$ cat config.mk
export PLATFORM = sky130hd
export DESIGN_NAME = rrt_dp
export DESIGN_NICKNAME = d
export VERILOG_FILES = /design/src/rrt_pkg.sv /design/src/rrt_dp.sv
export SDC_FILE = /design/constraint.sdc
export NUM_CORES = 2
export LEC_CHECK = 0
export CAP_MARGIN = 10
export CORE_UTILIZATION = 35
export CTS_CLUSTER_SIZE = 8
export DETAILED_ROUTE_END_ITERATION = 8
export DONT_BUFFER_PORTS = 1
export PLACE_DENSITY = 0.55
export RECOVER_POWER = 100
export SETUP_SLACK_MARGIN = 0.1
export SYNTH_ARGS = -nofsm -noshare
export SYNTH_HDL_FRONTEND = slang
export SYNTH_SLANG_ARGS = --single-unit
$ cat constraint.sdc
create_clock -name clk -period 20.8 [get_ports clk]
set_input_delay 3.12 -clock clk [delete_from_list [all_inputs] [get_ports clk]]
set_output_delay 3.12 -clock clk [all_outputs]
set_load 0.005 [all_outputs]
$ cat src/rrt_pkg.sv
// Shared types, codes and helpers for the reassembly range tracker.
package rrt_pkg;

  localparam int POS_W  = 32;
  localparam int LEN_W  = 23;
  localparam int STAT_W = 3;
  localparam int ACT_W  = 2;
  localparam int BC_W   = 11;
  localparam int ADDR_W = 3;

  localparam logic [BC_W-1:0]   BC_LOW  = 11'd1;
  localparam logic [BC_W-1:0]   BC_HIGH = 11'd1024;
  localparam logic [ADDR_W-1:0] REG_BLOCK_COUNT = 3'd0;

  typedef enum logic [ACT_W-1:0] {
    ACT_WRITE   = 2'd0,
    ACT_APPEND  = 2'd1,
    ACT_RELEASE = 2'd2,
    ACT_NOP     = 2'd3
  } action_t;

  typedef enum logic [STAT_W-1:0] {
    ST_OK      = 3'd0,
    ST_DUP     = 3'd1,
    ST_RANGE   = 3'd2,
    ST_FULL    = 3'd3,
    ST_NOSPACE = 3'd4,
    ST_RELBIG  = 3'd5
  } status_t;

  typedef enum logic [2:0] {
    S_IDLE, S_CHECK, S_SCAN, S_PLACE, S_MERGE, S_RSCAN, S_COMMIT, S_OUT
  } state_t;

  typedef struct packed {
    logic    load;
    logic    set_stat;
    status_t stat_val;
    logic    ptr_clr;
    logic    ptr_inc;
    logic    extend;
    logic    insert;
    logic    merge;
    logic    remove;
    logic    start_adv;
    logic    trim;
    logic    commit;
    logic    out_load;
  } rrt_cmd_t;

  typedef struct packed {
    action_t act;
    logic    wr_short;
    logic    out_range;
    logic    rel_big;
    logic    rel_exact;
    logic    scan_more;
    logic    dup;
    logic    touch;
    logic    full;
    logic    merge_more;
    logic    rs_end;
    logic    rs_hit;
  } rrt_sts_t;

  // a <= b in 32-bit sequence space
  function automatic logic seq_le(logic [POS_W-1:0] a, logic [POS_W-1:0] b);
    logic [POS_W-1:0] d;
    d = a - b;
    return (d == '0) || d[POS_W-1];
  endfunction

endpackage

$ cat src/rrt_dp.sv
// Range table, window positions and result register of the range tracker.
module rrt_dp #(
  parameter int BLOCK_BYTES = 4096,
  parameter int MAX_RANGES  = 16
) (
  input  logic                      clk,
  input  logic                      rst,
  input  rrt_pkg::rrt_cmd_t         cmd,
  output rrt_pkg::rrt_sts_t         sts,
  input  logic [rrt_pkg::BC_W-1:0]  block_count,
  input  logic [rrt_pkg::ACT_W-1:0] in_action,
  input  logic [rrt_pkg::POS_W-1:0] in_pos,
  input  logic [rrt_pkg::LEN_W-1:0] in_len,
  output logic [rrt_pkg::STAT_W-1:0] out_status,
  output logic [rrt_pkg::LEN_W-1:0] out_readable,
  output logic [rrt_pkg::LEN_W-1:0] out_writable,
  output logic [rrt_pkg::POS_W-1:0] out_start,
  output logic [rrt_pkg::POS_W-1:0] out_append
);
  import rrt_pkg::*;

  localparam int BLK_W = $clog2(BLOCK_BYTES);
  localparam int SEL_W = (MAX_RANGES > 1) ? $clog2(MAX_RANGES) : 1;
  localparam int IDX_W = $clog2(MAX_RANGES + 1);
  localparam int WIN_W = BC_W + BLK_W;

  action_t            act_q;
  logic [POS_W-1:0]   pos_q;
  logic [LEN_W-1:0]   len_q;
  status_t            stat_q;
  logic [POS_W-1:0]   start_q;
  logic [POS_W-1:0]   app_q;
  logic [POS_W-1:0]   starts [MAX_RANGES];
  logic [POS_W-1:0]   ends   [MAX_RANGES];
  logic [IDX_W-1:0]   count;
  logic [IDX_W-1:0]   ptr;

  logic [BC_W-1:0]    bc_eff;
  logic [WIN_W-1:0]   win;
  logic [POS_W-1:0]   win32, len32, seg_p, seg_e, d_app, writable32, readable32;
  logic [SEL_W-1:0]   ptr_sel, prev_sel, nxt_sel, rm_sel;
  logic [IDX_W:0]     ptr_p1;

  // window size from the block count and the start offset
  always_comb begin
    if (block_count < BC_LOW) bc_eff = BC_LOW;
    else if (block_count > BC_HIGH) bc_eff = BC_HIGH;
    else bc_eff = block_count;
    win   = {bc_eff, {BLK_W{1'b0}}} - WIN_W'(start_q[BLK_W-1:0]);
    win32 = POS_W'(win);
  end

  // segment bounds and window figures
  assign len32  = POS_W'(len_q);
  assign seg_p  = (act_q == ACT_APPEND) ? app_q : pos_q;
  assign seg_e  = seg_p + len32;
  assign d_app  = app_q - start_q;
  assign writable32 = (d_app > win32) ? '0 : win32 - d_app;
  assign readable32 = (count != '0 && starts[0] == start_q) ? ends[0] - starts[0] : '0;

  assign ptr_sel  = ptr[SEL_W-1:0];
  assign prev_sel = SEL_W'(ptr - 1'b1);
  assign ptr_p1   = {1'b0, ptr} + 1'b1;
  assign nxt_sel  = ptr_p1[SEL_W-1:0];
  assign rm_sel   = cmd.merge ? nxt_sel : ptr_sel;

  // status to the controller
  always_comb begin
    sts.act        = act_q;
    sts.wr_short   = writable32 < len32;
    sts.out_range  = (len32 > win32) || ((seg_p - start_q) > win32)
                     || ((seg_e - start_q) > win32);
    sts.rel_big    = len32 > readable32;
    sts.rel_exact  = len32 == readable32;
    sts.scan_more  = (ptr < count) && seq_le(starts[ptr_sel], seg_p);
    sts.dup        = (ptr != '0) && seq_le(seg_e, ends[prev_sel]);
    sts.touch      = (ptr != '0) && seq_le(seg_p, ends[prev_sel]);
    sts.full       = count >= IDX_W'(MAX_RANGES);
    sts.merge_more = (ptr_p1 < {1'b0, count}) && seq_le(starts[nxt_sel], ends[ptr_sel]);
    sts.rs_end     = ptr == count;
    sts.rs_hit     = starts[ptr_sel] == start_q;
  end

  // range table: shifts for insert and remove, extend, trim and merge
  always_ff @(posedge clk) begin
    for (int i = 0; i < MAX_RANGES; i++) begin
      if (cmd.remove || cmd.merge) begin
        if (i >= int'(rm_sel) && i < MAX_RANGES - 1) begin
          starts[i] <= starts[(i < MAX_RANGES - 1) ? i + 1 : i];
          ends[i]   <= ends[(i < MAX_RANGES - 1) ? i + 1 : i];
        end
      end else if (cmd.insert) begin
        if (i > int'(ptr_sel)) begin
          starts[i] <= starts[(i > 0) ? i - 1 : i];
          ends[i]   <= ends[(i > 0) ? i - 1 : i];
        end else if (i == int'(ptr_sel)) begin
          starts[i] <= seg_p;
          ends[i]   <= seg_e;
        end
      end
    end
    if (cmd.extend) ends[prev_sel] <= seg_e;
    if (cmd.merge && seq_le(ends[ptr_sel], ends[nxt_sel])) ends[ptr_sel] <= ends[nxt_sel];
    if (cmd.trim) starts[0] <= start_q + len32;
  end

  // control registers
  always_ff @(posedge clk) begin
    if (rst) begin
      count   <= '0;
      ptr     <= '0;
      start_q <= '0;
      app_q   <= '0;
      stat_q  <= ST_OK;
    end else begin
      if (cmd.insert) count <= count + 1'b1;
      else if (cmd.remove || cmd.merge) count <= count - 1'b1;
      if (cmd.ptr_clr) ptr <= '0;
      else if (cmd.ptr_inc) ptr <= ptr + 1'b1;
      else if (cmd.extend) ptr <= ptr - 1'b1;
      if (cmd.load) stat_q <= ST_OK;
      else if (cmd.set_stat) stat_q <= cmd.stat_val;
      if (cmd.start_adv) start_q <= start_q + len32;
      if (cmd.commit && act_q == ACT_APPEND && (stat_q == ST_OK || stat_q == ST_DUP))
        app_q <= app_q + len32;
    end
  end

  // input word and result word
  always_ff @(posedge clk) begin
    if (cmd.load) begin
      act_q <= action_t'(in_action);
      pos_q <= in_pos;
      len_q <= in_len;
    end
    if (cmd.out_load) begin
      out_status   <= stat_q;
      out_readable <= (|readable32[POS_W-1:LEN_W]) ? '1 : readable32[LEN_W-1:0];
      out_writable <= (|writable32[POS_W-1:LEN_W]) ? '1 : writable32[LEN_W-1:0];
      out_start    <= start_q;
      out_append   <= app_q;
    end
  end

endmodule

==> results.md <==
Power and ir drop:
- The fraction of power spent switching nets is approximately 46%.
- Summing internal, switching and leakage power gives 15.7 mW.
- VDD sags by at most 0.000100 V.
- Of the total power, the clock network draws 18.8%.
- The power density over the cells is 131 nW/um^2.
- For this design the total switching power over the nets is 7.21 mW.
- The sequential group share of total power is 28.8%.
- Summed over all cells, the static leakage comes to 48.3 nW.
- The share of total power in combinational logic is 52.4%.
- The internal power of the cells is between 8 and 9 mW.

Placement:
- The count of buffers from port buffering is 0.
- The final RePlAce weighted congestion is 1.01.
- The half-perimeter wire length of the detailed placement result is 366 mm.

Route:
- The total routed wirelength is around 580 mm.
- The total DRC errors in the routed layout is 0.
- The detail route stage leaves a number of antenna-violating nets equal to 0.
- The initial DRC count is 18100.
- The number of optimization iterations in the first detailed-route pass is 7.
- Summing over every cut layer, the via total after detailed routing is approximately 100k.
- Dividing the detail-routed via count by the number of cells gives 6.95.
- Dividing the detail-routed wire length by the instance count gives 38.5 um.

Worst setup path:
- The data arrival time at the worst-slack endpoint is 18.53 ns.
- The type of element capturing the critical path is a flop.
- The depth of the worst register-to-register path is 22.
- Data on the critical path is required at its endpoint by 21.23 ns.
- The worst setup path is launched from an input port.
- For this run, the slowest stage of the critical path takes roughly 4.8 ns.
- The highest-delay cell along the critical path is sky130_fd_sc_hd__nand3_1.
- The critical-path maximum fanout is 67.
- Walking the worst path, the cells encountered are nor2_1, nand2_1, nor3_1, clkbuf_1, clkbuf_1, nand2_1, nand3_1.
- The kind of critical path is in2reg.

Synth:
- The biggest area consumer among synthesized cells is sky130_fd_sc_hd__edfxtp_1.
- In the post-synthesis netlist, the biggest area contributors are sky130_fd_sc_hd__edfxtp_1 (33%), sky130_fd_sc_hd__mux4_2 (16%), sky130_fd_sc_hd__mux2i_1 (8.5%).
- The average instance in the mapped netlist occupies approximately 9.9 um^2.
- The fraction of synthesized cell area taken by the top area cell type is 32.7%.
- The number of nets produced by synthesis is roughly 12000.
- The combinational family with the most area after synthesis is multiplexers.
- Yosys mapped a number of flops with a built-in enable equal to 1194.
- Summing the areas of all xor and xnor instances in the mapped netlist gives 2.84% of the synthesized area.
- The synthesized design contains 1275 register bits.
- The synthesized cell area is 110000 um^2.
- Of the post-synthesis cell area, the part taken by muxes is 24.8%.
- The simple-gate portion of the synthesized area is roughly an eighth.
- The number of different library cells used by synthesis comes to 115.
- After Yosys synthesis, full adders, half adders and majority gates account for 5.98% of the synthesized area.
- The synthesized netlist devotes 14.8% of its cell area to compound gates.
- The leading register cell type out of synthesis is sky130_fd_sc_hd__edfxtp_1.
- The share of the Yosys chip area taken by registers is 34.1%.
- For this run, asynchronously set or reset flops after synthesis account for 0%.
- The cell count after synthesis is 11000.
- The count of warnings emitted by yosys is 0.

Clocking:
- The clock-pin slew of the registers on the worst-case setup and hold paths is approximately 0.05 ns.
- The count of instances resized after the clock tree is built is 0.
- The total CTS buffers is 189.
- After clock tree synthesis, the setup repair step added 0 buffers.
- The TritonCTS clock tree is done.
- The tree is rooted in a sky130_fd_sc_hd__clkbuf_16.
- The clock latency on the worst-skew pair is 0.94 ns.
- The clock drives 1275 sinks.
- The clock tree buffer depth is 4.
- In this run, post-CTS hold repair placed 0 buffers.
- The number of levels the H-tree was split into is 4.

Floorplan:
- The region available for standard cell placement spans 312000 um^2.
- The die footprint is about 320000 um^2.
- The die span in x is between 500 and 600 um.
- Once the floorplan was initialized, standard cells occupied 35.2% of the core.
- Pin placement for this block handled 211 I/O pins.
- The y dimension of the die is 562 um.
- The site row count is 205.

GRT:
- The total grt overflow is 0.
- The number of global-route vias before repair is 95400.
- Global routing used 35.2% of the available tracks across all layers.
- The fraction of met2 tracks used by global routing is between 40 and 50%.
- For this run, global-route usage on met1 was measured as a little over two fifths.
- The initial antenna violation count is 71.
- The met3 track utilization from global routing is 13.3%.
- Entering global routing, the biggest net connects 121 pins.
- The first global-routing pass estimated 778 mm of wire.
- met2 is the most crowded layer.

Cells and area:
- The proportion of layout cells with a drive suffix above 1 is 13.2%.
- The area growth from synthesis to final layout is 8.89%.
- Leaving out fill and tap cells, the most frequent cell in the layout is sky130_fd_sc_hd__nand2_1.
- In the layout the commonest cells are sky130_fd_sc_hd__nand2_1 (1599), sky130_fd_sc_hd__edfxtp_1 (1194), sky130_fd_sc_hd__a21oi_1 (1118).
- The layout has a little over 30000 filler cells.
- The final-stage net count is 11300.

Timing:
- In the finished design, the share of the clock period the worst path needs comes to roughly 87%.
- Setup violations remaining at the end of the flow were counted as 0.
- The setup TNS after final layout is 0 ns.
- Derived from the worst setup path, the maximum achievable clock frequency is 55.3 MHz.
- Setup repair after global routing left no endpoint under its margin.
- The worst clock skew is 0.0797 ns.
- The final number of max-transition violations was slightly below 3000.
- The transition time at the pin with the least slew margin is a little under 6 ns.
- After layout, the minimum clock period comes to around 18 ns.
- The count of endpoints failing hold in the final timing report is 0.
- The relative max-transition margin is -298%.

Worst hold path:
- The depth of the worst hold-timing path is 0.
- The worst min-delay path category is reg2reg.

Job:
- Max-cap violations in this run came to slightly below 90.

Status:
- The final reports fail on capacitance limit, slew limit.
- The flow ran to the end, but the final reports show violations.
cell usage after synthesis, drive strengths merged, types with 30 or more instances:
cell    number
mux2        30
nand3      199
nand2b      74
nor2b       87
mux2i      931
nor4        54
nor3       116
a21o       119
o22ai       33
dfxtp       81
o21a       100
inv        359
a22oi       69
mux4       780
ha         497
o21ai      489
nand2     1610
a21oi     1129
nor2       877
a31oi      237
and3        38
xor2        95
nand4       88
o21bai      30
xnor2      260
edfxtp    1194
a211oi      47
a32oi       35
o31ai       33
buf        211
a221o       39
clkbuf     615
o211ai      44
o311ai      44
path summary, 6_finish.rpt:
kind | start | to | slack, ns
hold reg to reg | stat_q[0] | out_status[0] | 0.44
setup reg to reg | ptr[0] | ends[12][21] | 3.76
hold / removal | stat_q[0] | out_status[0] | 0.44
setup / recovery | cmd[5] | starts[1][17] | 2.70
critical path: cells and delay by family:
kind / cells / cell delay (ns)
buffers and inverters: 2 / 4.62
AND/OR/NAND/NOR: 5 / 10.59
sequential cells by signal, summed over array words and instances (netlist names), 23 cells and up, named ones only:
signal	cells
app_q	32
ends	512
len_q	23
out_append	32
out_readable	23
out_start	32
out_writable	23
pos_q	32
start_q	32
starts	512
power groups by stage:
stage / combinational (mW) / clock [mW] / sequential [mW]
6_report: 8.21 / 2.95 / 4.52
5_1_grt: 8.65 / 3.03 / 4.56
4_1_cts: 7.91 / 2.94 / 4.44
3_5_place_dp: 7.86 / 0 / 4.48
3_3_place_gp: 7.83 / 0 / 4.44
2_1_floorplan: 5.37 / 0 / 4.08
layer usage:
metal | vias up | part of all wire [%]
met5 | - | 0.12
met4 | 62 | 9.0
met3 | 2456 | 15
met2 | 9394 | 40
met1 | 50700 | 36
li1 | 41200 | -
metrics by stage:
stage | hold WS, ns | instance area, um^2 | setup slack (ns) | utilization, % | instances
after detailed placement | 0.429 | 115000 | 8.20 | 36.8 | 14700
after global placement | 0.416 | 115000 | 7.94 | 36.8 | 14700
after CTS | 0.440 | 120000 | 7.22 | 38.5 | 14900
final | 0.440 | 120000 | 2.70 | 38.3 | 14900
after global routing | 0.446 | 119000 | 3.52 | 38.3 | 14900
after floorplan | 0.406 | 110000 | 9.62 | - | 11000
logic make-up after synthesis:
group | after synthesis
and+or+nand+nor | 3296
xor gates and xnor gates | 355
muxes | 1741
adders and majority gates | 517
buffers and inverters | 1194
AOI/OAI and AO/OA | 2669
DFF | 1275
final cells by class:
type	instances	area, um^2	area share [%]
clock buffer	248	5000	4.19
multi-input combinational	8578	68200	57.0
antenna	24	60.1	0.0502
clock inverter	12	188	0.157
inverter	367	1380	1.15
tap	4140	5180	4.33
timing repair buffer	302	2040	1.71
sequential	1275	37500	31.4
(Power assumes the default switching activity.)
