File: config.mk
export PLATFORM = sky130hd
export DESIGN_NAME = rrt_ctrl
export DESIGN_NICKNAME = d
export VERILOG_FILES = /design/src/rrt_pkg.sv /design/src/rrt_ctrl.sv
export SDC_FILE = /design/constraint.sdc
export NUM_CORES = 1
export LEC_CHECK = 0
export BUFFER_PORTS_ARGS = -buffer_cell sky130_fd_sc_hd__buf_2
export CAP_MARGIN = 30
export CORE_UTILIZATION = 35
export DETAILED_ROUTE_END_ITERATION = 12
export PLACE_DENSITY = 0.77
export SLEW_MARGIN = 20
export SYNTH_ARGS = -nofsm -noshare
export SYNTH_HDL_FRONTEND = slang
export SYNTH_SLANG_ARGS = --single-unit
File: constraint.sdc
create_clock -name clk -period 1.3 [get_ports clk]
set_clock_uncertainty 0.1 [all_clocks]
set_input_delay 0.195 -clock clk [delete_from_list [all_inputs] [get_ports clk]]
set_output_delay 0.195 -clock clk [all_outputs]
set_load 0.005 [all_outputs]
File: src/rrt_pkg.sv
// Shared types, codes and helpers for the reassembly range tracker.
package rrt_pkg;

  localparam int POS_W  = 32;
  localparam int LEN_W  = 23;
  localparam int STAT_W = 3;
  localparam int ACT_W  = 2;
  localparam int BC_W   = 11;
  localparam int ADDR_W = 3;

  localparam logic [BC_W-1:0]   BC_LOW  = 11'd1;
  localparam logic [BC_W-1:0]   BC_HIGH = 11'd1024;
  localparam logic [ADDR_W-1:0] REG_BLOCK_COUNT = 3'd0;

  typedef enum logic [ACT_W-1:0] {
    ACT_WRITE   = 2'd0,
    ACT_APPEND  = 2'd1,
    ACT_RELEASE = 2'd2,
    ACT_NOP     = 2'd3
  } action_t;

  typedef enum logic [STAT_W-1:0] {
    ST_OK      = 3'd0,
    ST_DUP     = 3'd1,
    ST_RANGE   = 3'd2,
    ST_FULL    = 3'd3,
    ST_NOSPACE = 3'd4,
    ST_RELBIG  = 3'd5
  } status_t;

  typedef enum logic [2:0] {
    S_IDLE, S_CHECK, S_SCAN, S_PLACE, S_MERGE, S_RSCAN, S_COMMIT, S_OUT
  } state_t;

  typedef struct packed {
    logic    load;
    logic    set_stat;
    status_t stat_val;
    logic    ptr_clr;
    logic    ptr_inc;
    logic    extend;
    logic    insert;
    logic    merge;
    logic    remove;
    logic    start_adv;
    logic    trim;
    logic    commit;
    logic    out_load;
  } rrt_cmd_t;

  typedef struct packed {
    action_t act;
    logic    wr_short;
    logic    out_range;
    logic    rel_big;
    logic    rel_exact;
    logic    scan_more;
    logic    dup;
    logic    touch;
    logic    full;
    logic    merge_more;
    logic    rs_end;
    logic    rs_hit;
  } rrt_sts_t;

  // a <= b in 32-bit sequence space
  function automatic logic seq_le(logic [POS_W-1:0] a, logic [POS_W-1:0] b);
    logic [POS_W-1:0] d;
    d = a - b;
    return (d == '0) || d[POS_W-1];
  endfunction

endpackage

File: src/rrt_ctrl.sv
// Sequencing state machine of the range tracker.
module rrt_ctrl (
  input  logic              clk,
  input  logic              rst,
  input  logic              in_valid,
  output logic              in_ready,
  output logic              out_valid,
  input  logic              out_ready,
  input  rrt_pkg::rrt_sts_t sts,
  output rrt_pkg::rrt_cmd_t cmd
);
  import rrt_pkg::*;

  state_t state, state_next;

  // state register and result valid flag
  always_ff @(posedge clk) begin
    if (rst) begin
      state     <= S_IDLE;
      out_valid <= 1'b0;
    end else begin
      state <= state_next;
      if (cmd.out_load) out_valid <= 1'b1;
      else if (out_ready) out_valid <= 1'b0;
    end
  end

  // next state
  always_comb begin
    state_next = state;
    unique case (state)
      S_IDLE:  if (in_valid) state_next = S_CHECK;
      S_CHECK: begin
        unique case (sts.act) inside
          ACT_WRITE, ACT_APPEND: begin
            if ((sts.act == ACT_APPEND && sts.wr_short) || sts.out_range)
              state_next = S_COMMIT;
            else state_next = S_SCAN;
          end
          ACT_RELEASE: begin
            if (!sts.rel_big && sts.rel_exact) state_next = S_RSCAN;
            else state_next = S_COMMIT;
          end
          default: state_next = S_COMMIT;
        endcase
      end
      S_SCAN:  if (!sts.scan_more) state_next = S_PLACE;
      S_PLACE: begin
        if (sts.dup || (!sts.touch && sts.full)) state_next = S_COMMIT;
        else state_next = S_MERGE;
      end
      S_MERGE: if (!sts.merge_more) state_next = S_COMMIT;
      S_RSCAN: if (sts.rs_end || sts.rs_hit) state_next = S_COMMIT;
      S_COMMIT: state_next = S_OUT;
      S_OUT:   if (!out_valid || out_ready) state_next = S_IDLE;
      default: state_next = S_IDLE;
    endcase
  end

  // commands to the datapath
  always_comb begin
    cmd = '0;
    cmd.stat_val = ST_OK;
    in_ready = (state == S_IDLE);
    unique case (state)
      S_IDLE: cmd.load = in_valid;
      S_CHECK: begin
        unique case (sts.act) inside
          ACT_WRITE, ACT_APPEND: begin
            cmd.ptr_clr = 1'b1;
            if (sts.act == ACT_APPEND && sts.wr_short) begin
              cmd.set_stat = 1'b1;
              cmd.stat_val = ST_NOSPACE;
            end else if (sts.out_range) begin
              cmd.set_stat = 1'b1;
              cmd.stat_val = ST_RANGE;
            end
          end
          ACT_RELEASE: begin
            cmd.ptr_clr = 1'b1;
            if (sts.rel_big) begin
              cmd.set_stat = 1'b1;
              cmd.stat_val = ST_RELBIG;
            end else if (!sts.rel_exact) begin
              cmd.trim      = 1'b1;
              cmd.start_adv = 1'b1;
            end
          end
          default: ;
        endcase
      end
      S_SCAN: cmd.ptr_inc = sts.scan_more;
      S_PLACE: begin
        if (sts.dup) begin
          cmd.set_stat = 1'b1;
          cmd.stat_val = ST_DUP;
        end else if (sts.touch) begin
          cmd.extend = 1'b1;
        end else if (sts.full) begin
          cmd.set_stat = 1'b1;
          cmd.stat_val = ST_FULL;
        end else begin
          cmd.insert = 1'b1;
        end
      end
      S_MERGE: cmd.merge = sts.merge_more;
      S_RSCAN: begin
        if (sts.rs_end) begin
          cmd.start_adv = 1'b1;
        end else if (sts.rs_hit) begin
          cmd.remove    = 1'b1;
          cmd.start_adv = 1'b1;
        end else begin
          cmd.ptr_inc = 1'b1;
        end
      end
      S_COMMIT: cmd.commit = 1'b1;
      S_OUT: cmd.out_load = !out_valid || out_ready;
      default: ;
    endcase
  end

endmodule

==> metrics.log, run 1 <==
[metrics] status: complete, but fails checks
[metrics] violated checks: setup timing
[metrics] crit path time final: 1.63 ns
[metrics] post-synthesis sequential element count: 4
[metrics] Synth Instances: 68
[metrics] maximum root-to-sink buffer count: 2
[metrics] number of failing hold endpoints at the final stage: 0
[metrics] async set-or-reset flop fraction in the synthesized netlist: 0%
[metrics] post-synthesis cell type count: 36
[metrics] number of detailed-route iterations in the first pass: 4
[metrics] count of final setup violators: 17
[metrics] EDFF count, synth: 0
[metrics] area added between synthesis and finish: 94.6%
[metrics] placer congestion estimate: 0.847
[metrics] vias in the first global route: between 500 and 600
[metrics] slew of the pin with the lowest slew margin: 0.311 ns
[metrics] # clock sinks: 4
[metrics] DP Wirelength: 1230 um
[metrics] power density over the cells: 1600 nW/um2
[metrics] starting density of the core: 37.4%
[metrics] maximum cell stage delay along the critical path: between 0.3 and 0.4 ns
[metrics] first-pass GRT wire length: 2430 um
[metrics] static leakage power: 0.491 nW
[metrics] average routed wire per standard cell: 14.1 um
[metrics] aggregate global routing overflow: 0
[metrics] Worst path slowest cell: dfxtp_4
[metrics] max_cap viols: 0
[metrics] share of the clock period used by the worst path: 125%
[metrics] number of buffers inserted by hold repair at cts: 0
[metrics] Starting DRT DRC Count: 26
[metrics] placed instance area: about 790 um2
[metrics] final setup slack of the worst path: -0.327 ns
[metrics] largest net degree at the start of global routing: 8
[metrics] I/O Buffers: 33
[metrics] max-slew violation count: 0
[metrics] Detailed Route WL: 1920 um
[metrics] via density per instance: 5.54
[metrics] Arr. time, crit path: 1.33 ns
[metrics] post-route ant nets: 0
[metrics] Synth Cell Area: 487 um2
[metrics] number of buffers created by CTS: 3
[metrics] final instance area: about 950 um2
[metrics] CP Cell Sequence: and2b_2 -> nand3b_1 -> o32ai_2 -> buf_2
[metrics] clock tree from TritonCTS: yes
[metrics] height of the die: 39.3 um
[metrics] layout cells sized above 1: 65.3%
[metrics] total DRC errors in the routed layout: 0
[metrics] worst vdd rail ir drop: between 1 and 1.5 mV
[metrics] area of the die: between 1500 and 2000 um2
[metrics] Placement Rows: 13
[metrics] Yosys warning total: 0
[metrics] relative slew slack: approximately four fifths
[metrics] average size of a mapped cell: 7.16 um2
[metrics] overall fraction of global-route tracks in use: 23.3%
[metrics] post-placement worst setup slack: -0.100 ns
[metrics] endpoint kind of the worst setup timing path: primary output
[metrics] RSZ-0062 raised after global routing: yes
[metrics] portion of the post-synthesis area used by sequential elements: between 15 and 20%
[metrics] core box area: 1300 um2
[metrics] critical path buffer and inverter count: 1
[metrics] class of the worst hold path: input pin to register
[metrics] Critical Path Source Type: register
[metrics] maximum clock frequency: 0.615 GHz
[metrics] die boundary width: 39.3 um
[metrics] worst setup path category: register to primary output
[metrics] top_reg_cell synth: dfxtp_1
[metrics] peak fanout along the critical path: 5
[metrics] cell family with most CP delay: simple AND/OR/NAND/NOR gates
[metrics] CTS HTree Levels: 1
[metrics] post-synthesis net count: 85
[metrics] number of antenna diodes: 0
[metrics] count of boundary I/O pins: 34
[metrics] Worst-path clk slew: 0.04 ns
[metrics] master cell of the clock root buffer: clkbuf_4
[metrics] initial antenna violation count: 0
[metrics] WP data required: 1.00 ns
[metrics] total vias in the final route: 754
[metrics] nets@finish: 140
[metrics] clk_lat worst skew: 0.24 ns
[placed cells by master, fill, tap and decap left out, types with 2 or more instances in the layout]
cell type / count
buf_2: 33
buf_4: 14
buf_6: 6
nor2_1: 5
a21oi_1: 5
inv_1: 4
nor2b_1: 3
nand3_1: 3
nand2_1: 3
clkbuf_4: 3
dfxtp_4: 3
and2_1: 2
o211ai_1: 2
nand2_2: 2
[state kept, by name (all words and copies together) (netlist names)]
signal	flops
state	3
out_valid	1
[where the power goes]
| part | internal (mW) | leakage (nW) | switching, mW |
|---|---|---|---|
| Clock | 0.104 | 0.0138 | 0.0559 |
| Combinational | 0.600 | 0.442 | 0.486 |
| Sequential | 0.183 | 0.0348 | 0.0842 |
| Total | 0.886 | 0.491 | 0.626 |
[metal layers]
| layer | global-route usage, % | routed length [um] |
|---|---|---|
| met1 | 25.5 | 792 |
| met4 | 10.3 | 45 |
| met3 | 2.84 | 76 |
| met2 | 43.8 | 1000 |
| met5 | 0 | 0 |
[stage by stage]
| stage | setup TNS [ns] | power [mW] | util, % | instances | hold slack [ns] |
|---|---|---|---|---|---|
| final | -3.42 | 1.51 | 72.8 | 136 | 0.0562 |
| after global routing | -4.30 | 1.60 | 72.8 | 136 | 0.0637 |
| after CTS | -2.98 | 1.40 | 70.2 | 135 | 0.0392 |
| after detailed placement | -0.484 | 1.02 | 60.8 | 126 | 0.300 |
| after global placement | -0.253 | 0.987 | 60.8 | 126 | 0.309 |
| after floorplan | -0.00479 | 0.706 | - | 68 | 0.152 |
[area by class of cell]
| type | count | area [um2] |
|---|---|---|
| flip-flops and latches | 4 | 91.3 |
| clock buffers | 3 | 22.5 |
| well taps | 15 | 18.8 |
| inverters | 5 | 21.3 |
| repair buffers | 53 | 338 |
| fillers | 96 | 354 |
| multi-input cells | 56 | 455 |
[repair_timing]
| action | CTS | global route |
|---|---|---|
| gates resized for setup | 20 | 6 |
| setup endpoints to repair | 19 | 19 |
| pin swaps | 16 | 4 |
| buffers inserted | 7 | 1 |
[logic make-up after synthesis]
logic type	Yosys count	share of synthesized area, %
AND/OR/NAND/NOR	37	46.0
AO/OA/AOI/OAI	18	27.5
buffers and inverters	8	7.97
flip-flops	4	16.5
multiplexers	1	2.06
[synthesized netlist by cell type (2+ instances only)]
cell / n / area (um2)
and2_1: 2 / 12.5
o211ai_1: 2 / 15.0
nor3_1: 2 / 10.0
buf_4: 2 / 15.0
o21ai_0: 2 / 10.0
nor2_1: 7 / 26.3
nand2_1: 5 / 18.8
nor2b_1: 3 / 18.8
and3b_1: 2 / 17.5
nand3_1: 4 / 20.0
dfxtp_1: 4 / 80.1
inv_1: 5 / 18.8
a21oi_1: 5 / 25.0
[final timing paths]
kind,slack [ns],startpoint,endpoint,depth (start not counted)
hold / removal,0.06,rst,state[1],2
hold reg to reg,0.52,out_valid,out_valid,3
setup reg to reg,-0.16,state[2],state[1],5
setup / recovery,-0.33,state[2],cmd[11],4
(Power assumes the default switching activity.)
==> run 2: changes to the inputs <==
--- a/config.mk
+++ b/config.mk
@@ -7,9 +7,11 @@
 export LEC_CHECK = 0
 export BUFFER_PORTS_ARGS = -buffer_cell sky130_fd_sc_hd__buf_2
 export CAP_MARGIN = 30
-export CORE_UTILIZATION = 35
+export CORE_AREA = 2 2 39 41
+export CTS_CLUSTER_DIAMETER = 50
 export DETAILED_ROUTE_END_ITERATION = 12
-export PLACE_DENSITY = 0.77
+export DIE_AREA = 0 0 41 43
+export PLACE_DENSITY = 0.76
 export SLEW_MARGIN = 20
 export SYNTH_ARGS = -nofsm -noshare
 export SYNTH_HDL_FRONTEND = slang
==> constraint.sdc (replaced) <==
create_clock -name clk -period 1.85 [get_ports clk]
set_clock_uncertainty 0.1 [all_clocks]
set_input_delay 0.2775 -clock clk [delete_from_list [all_inputs] [get_ports clk]]
set_output_delay 0.2775 -clock clk [all_outputs]
set_load 0.005 [all_outputs]
==> run 2 against run 1 <==
Compared with the run above: the run now ends clean; die area grew 14%; sequential share of layout area grew 2.4 points; via count down 17%; sequential power shrank 34%; routed wire length is 29% lower; non-clock buffer count decreased by 18; register-to-register slack gained 0.52 ns; utilization shrank 22 points; total power down 54%; worst setup slack improved by 0.42 ns; critical path type unchanged; critical endpoint is now cmd[8]; largest cell class unchanged.
==> metrics.log, run 2 (synthesis gave the netlist of run 1 again) <==
[metrics] status: completed
[metrics] maximum root-to-sink buffer count: 2 (unchanged)
[metrics] Min Hold Slack: 0.143 ns (+0.0871 ns)
[metrics] vias in the first global route: 544 (-6.8%)
[metrics] share of the clock period used by the worst path: 95.2%
[metrics] largest net degree at the start of global routing: 14 (+6)
[metrics] initial antenna violation count: 0 (unchanged)
[metrics] post-route ant nets: 0 (unchanged)
[metrics] endpoint kind of the worst setup timing path: primary output
[metrics] worst setup path category: register to primary output
[metrics] most flop-heavy register: state
[metrics] crit path time final: 1.76 ns
[metrics] maximum clock frequency: 0.568 GHz
[metrics] overall fraction of global-route tracks in use: 17.0% (-6.3 points)
[metrics] number of antenna diodes: 0 (unchanged)
[metrics] max_cap viols: 0 (unchanged)
[metrics] fin util: 51.2% (-22 points)
[metrics] clock tree from TritonCTS: yes
[metrics] clk_lat worst skew: 0.24 ns (about the same)
[metrics] nets@finish: 122 (-13%)
[metrics] count of final setup violators: 0 (-17)
[metrics] total DRC errors in the routed layout: 0 (unchanged)
[metrics] # clock sinks: 4 (unchanged)
[metrics] total vias in the final route: 623 (-17%)
[metrics] WP data required: 1.47 ns (+0.47 ns)
[metrics] placer congestion estimate: 0.861 (+1.7%)
[metrics] Storage cell area: 85.1 um2 (-6.8%)
[metrics] starting density of the core: 35.2% (-2.2 points)
[metrics] Placement Rows: 14 (+1)
[metrics] post-CTS setup-driven buffer insertion count: 0 (-7)
[metrics] I/O Buffers: 33 (unchanged)
[metrics] PnR Total Power: 0.700 mW (-54%)
[metrics] most frequent cells in the layout: 33 x buf_2, 7 x nor2_1, 5 x inv_1, 5 x nand2_1, 5 x a21oi_1
[metrics] Largest register FFs: 3 (unchanged)
[metrics] die boundary width: 41 um (+4.4%)
[metrics] placed instance area: 667 um2 (-16%)
[metrics] Regs by FF count: state (3), out_valid (1)
[metrics] static leakage power: 0.380 nW (-23%)
[metrics] relative slew slack: 80.2% (+1.0 points)
[metrics] register-to-register setup slack: 0.36 ns (+0.52 ns)
[metrics] number of buffers created by CTS: 3 (unchanged)
[metrics] Critical Path Source Type: register
[metrics] Starting DRT DRC Count: 7 (-73%)
[metrics] class of the worst hold path: input pin to register
[metrics] worst vdd rail ir drop: 0.574 mV (-47%)
[metrics] average routed wire per standard cell: 11.5 um (-19%)
[metrics] aggregate global routing overflow: 0 (unchanged)
[metrics] leading cell type in the layout, fill and taps excluded: buf_2
[metrics] area added between synthesis and finish: 45.5%
[metrics] master cell of the clock root buffer: clkbuf_4
[metrics] number of failing hold endpoints at the final stage: 0 (unchanged)
[metrics] fillcell total: 147 (+53%)
[metrics] count of boundary I/O pins: 34 (unchanged)
[metrics] final instance area: 708 um2 (-25%)
[metrics] Worst-path clk slew: 0.04 ns (about the same)
[metrics] area of the die: 1760 um2 (+14%)
[metrics] RSZ-0062 raised after global routing: no
[metrics] Detailed Route WL: 1360 um (-29%)
[metrics] first-pass GRT wire length: 2120 um (-13%)
[metrics] height of the die: 43 um (+9.4%)
[metrics] area occupied by multi-input gates: 382 um2 (-16%)
[metrics] number of buffers inserted by hold repair at cts: 0 (unchanged)
[metrics] summed negative setup slack over all endpoints: 0 ns (+3.42 ns)
[metrics] CTS HTree Levels: 1 (unchanged)
[metrics] core box area: 1380 um2 (+6.3%)
[metrics] slew of the pin with the lowest slew margin: 0.294 ns (-0.0176 ns)
[metrics] number of detailed-route iterations in the first pass: 4 (unchanged)
[metrics] DP Wirelength: 1090 um (-12%)
[metrics] power density over the cells: 989 nW/um2 (-38%)
[metrics] via density per instance: 5.24 (-5.6%)
[metrics] max-slew violation count: 0 (unchanged)
[metrics] peak fanout along the critical path: 11 (+6)
[metrics] Arr. time, crit path: 1.38 ns (+0.05 ns)
[metrics] layout cells sized above 1: 47.6% (-18 points)
==> run 2: through the flow <==
stage | std cells | setup WS (ns)
after floorplan | 68 | 0.345
after global placement | 116 | 0.259
after detailed placement | 116 | 0.226
after CTS | 119 | 0.0119
after global routing | 119 | 0.0242
final | 119 | 0.0893
==> run 2: path summary, 6_finish.rpt <==
check	start	endpoint	depth (start not counted)
setup / recovery	state[0]	cmd[8]	5
hold / removal	rst	state[1]	2
setup reg to reg	state[1]	state[1]	5
hold reg to reg	out_valid	out_valid	2
==> run 2: timing repair <==
item	CTS	global route
endpoints found under the setup margin	3	5
hold endpoints to repair	0	0
gates resized for setup	1	5
==> run 2: report_power, final <==
| group | internal [mW] | total, mW | switching [mW] |
|---|---|---|---|
| combinational | 0.210 | 0.416 | 0.206 |
| sequential | 0.120 | 0.175 | 0.0551 |
| clock | 0.0726 | 0.110 | 0.0373 |
| total | 0.402 | 0.700 | 0.298 |
==> run 2: final cells by class <==
cell class	count	area share (%)
inverter	5	2.65
sequential	4	12.0
timing repair buffer	35	25.4
multi-input combinational	56	53.9
tap	16	2.83
clock buffer	3	3.18
==> run 2: per-layer routing <==
layer	share of wire (%)	global-route usage [%]	vias up
met2	52	27.2	14
met1	43	21.7	286
met4	1.8	8.00	0
met3	3.2	1.57	3
met5	0	0	-
li1	-	-	320
==> run 2: critical path: stages, from the launching register on <==
cell and delay, ns:
dfxtp_1 0.32, buf_4 0.17, and3b_1 0.22, a32oi_2 0.26, inv_1 0.06, buf_2 0.13
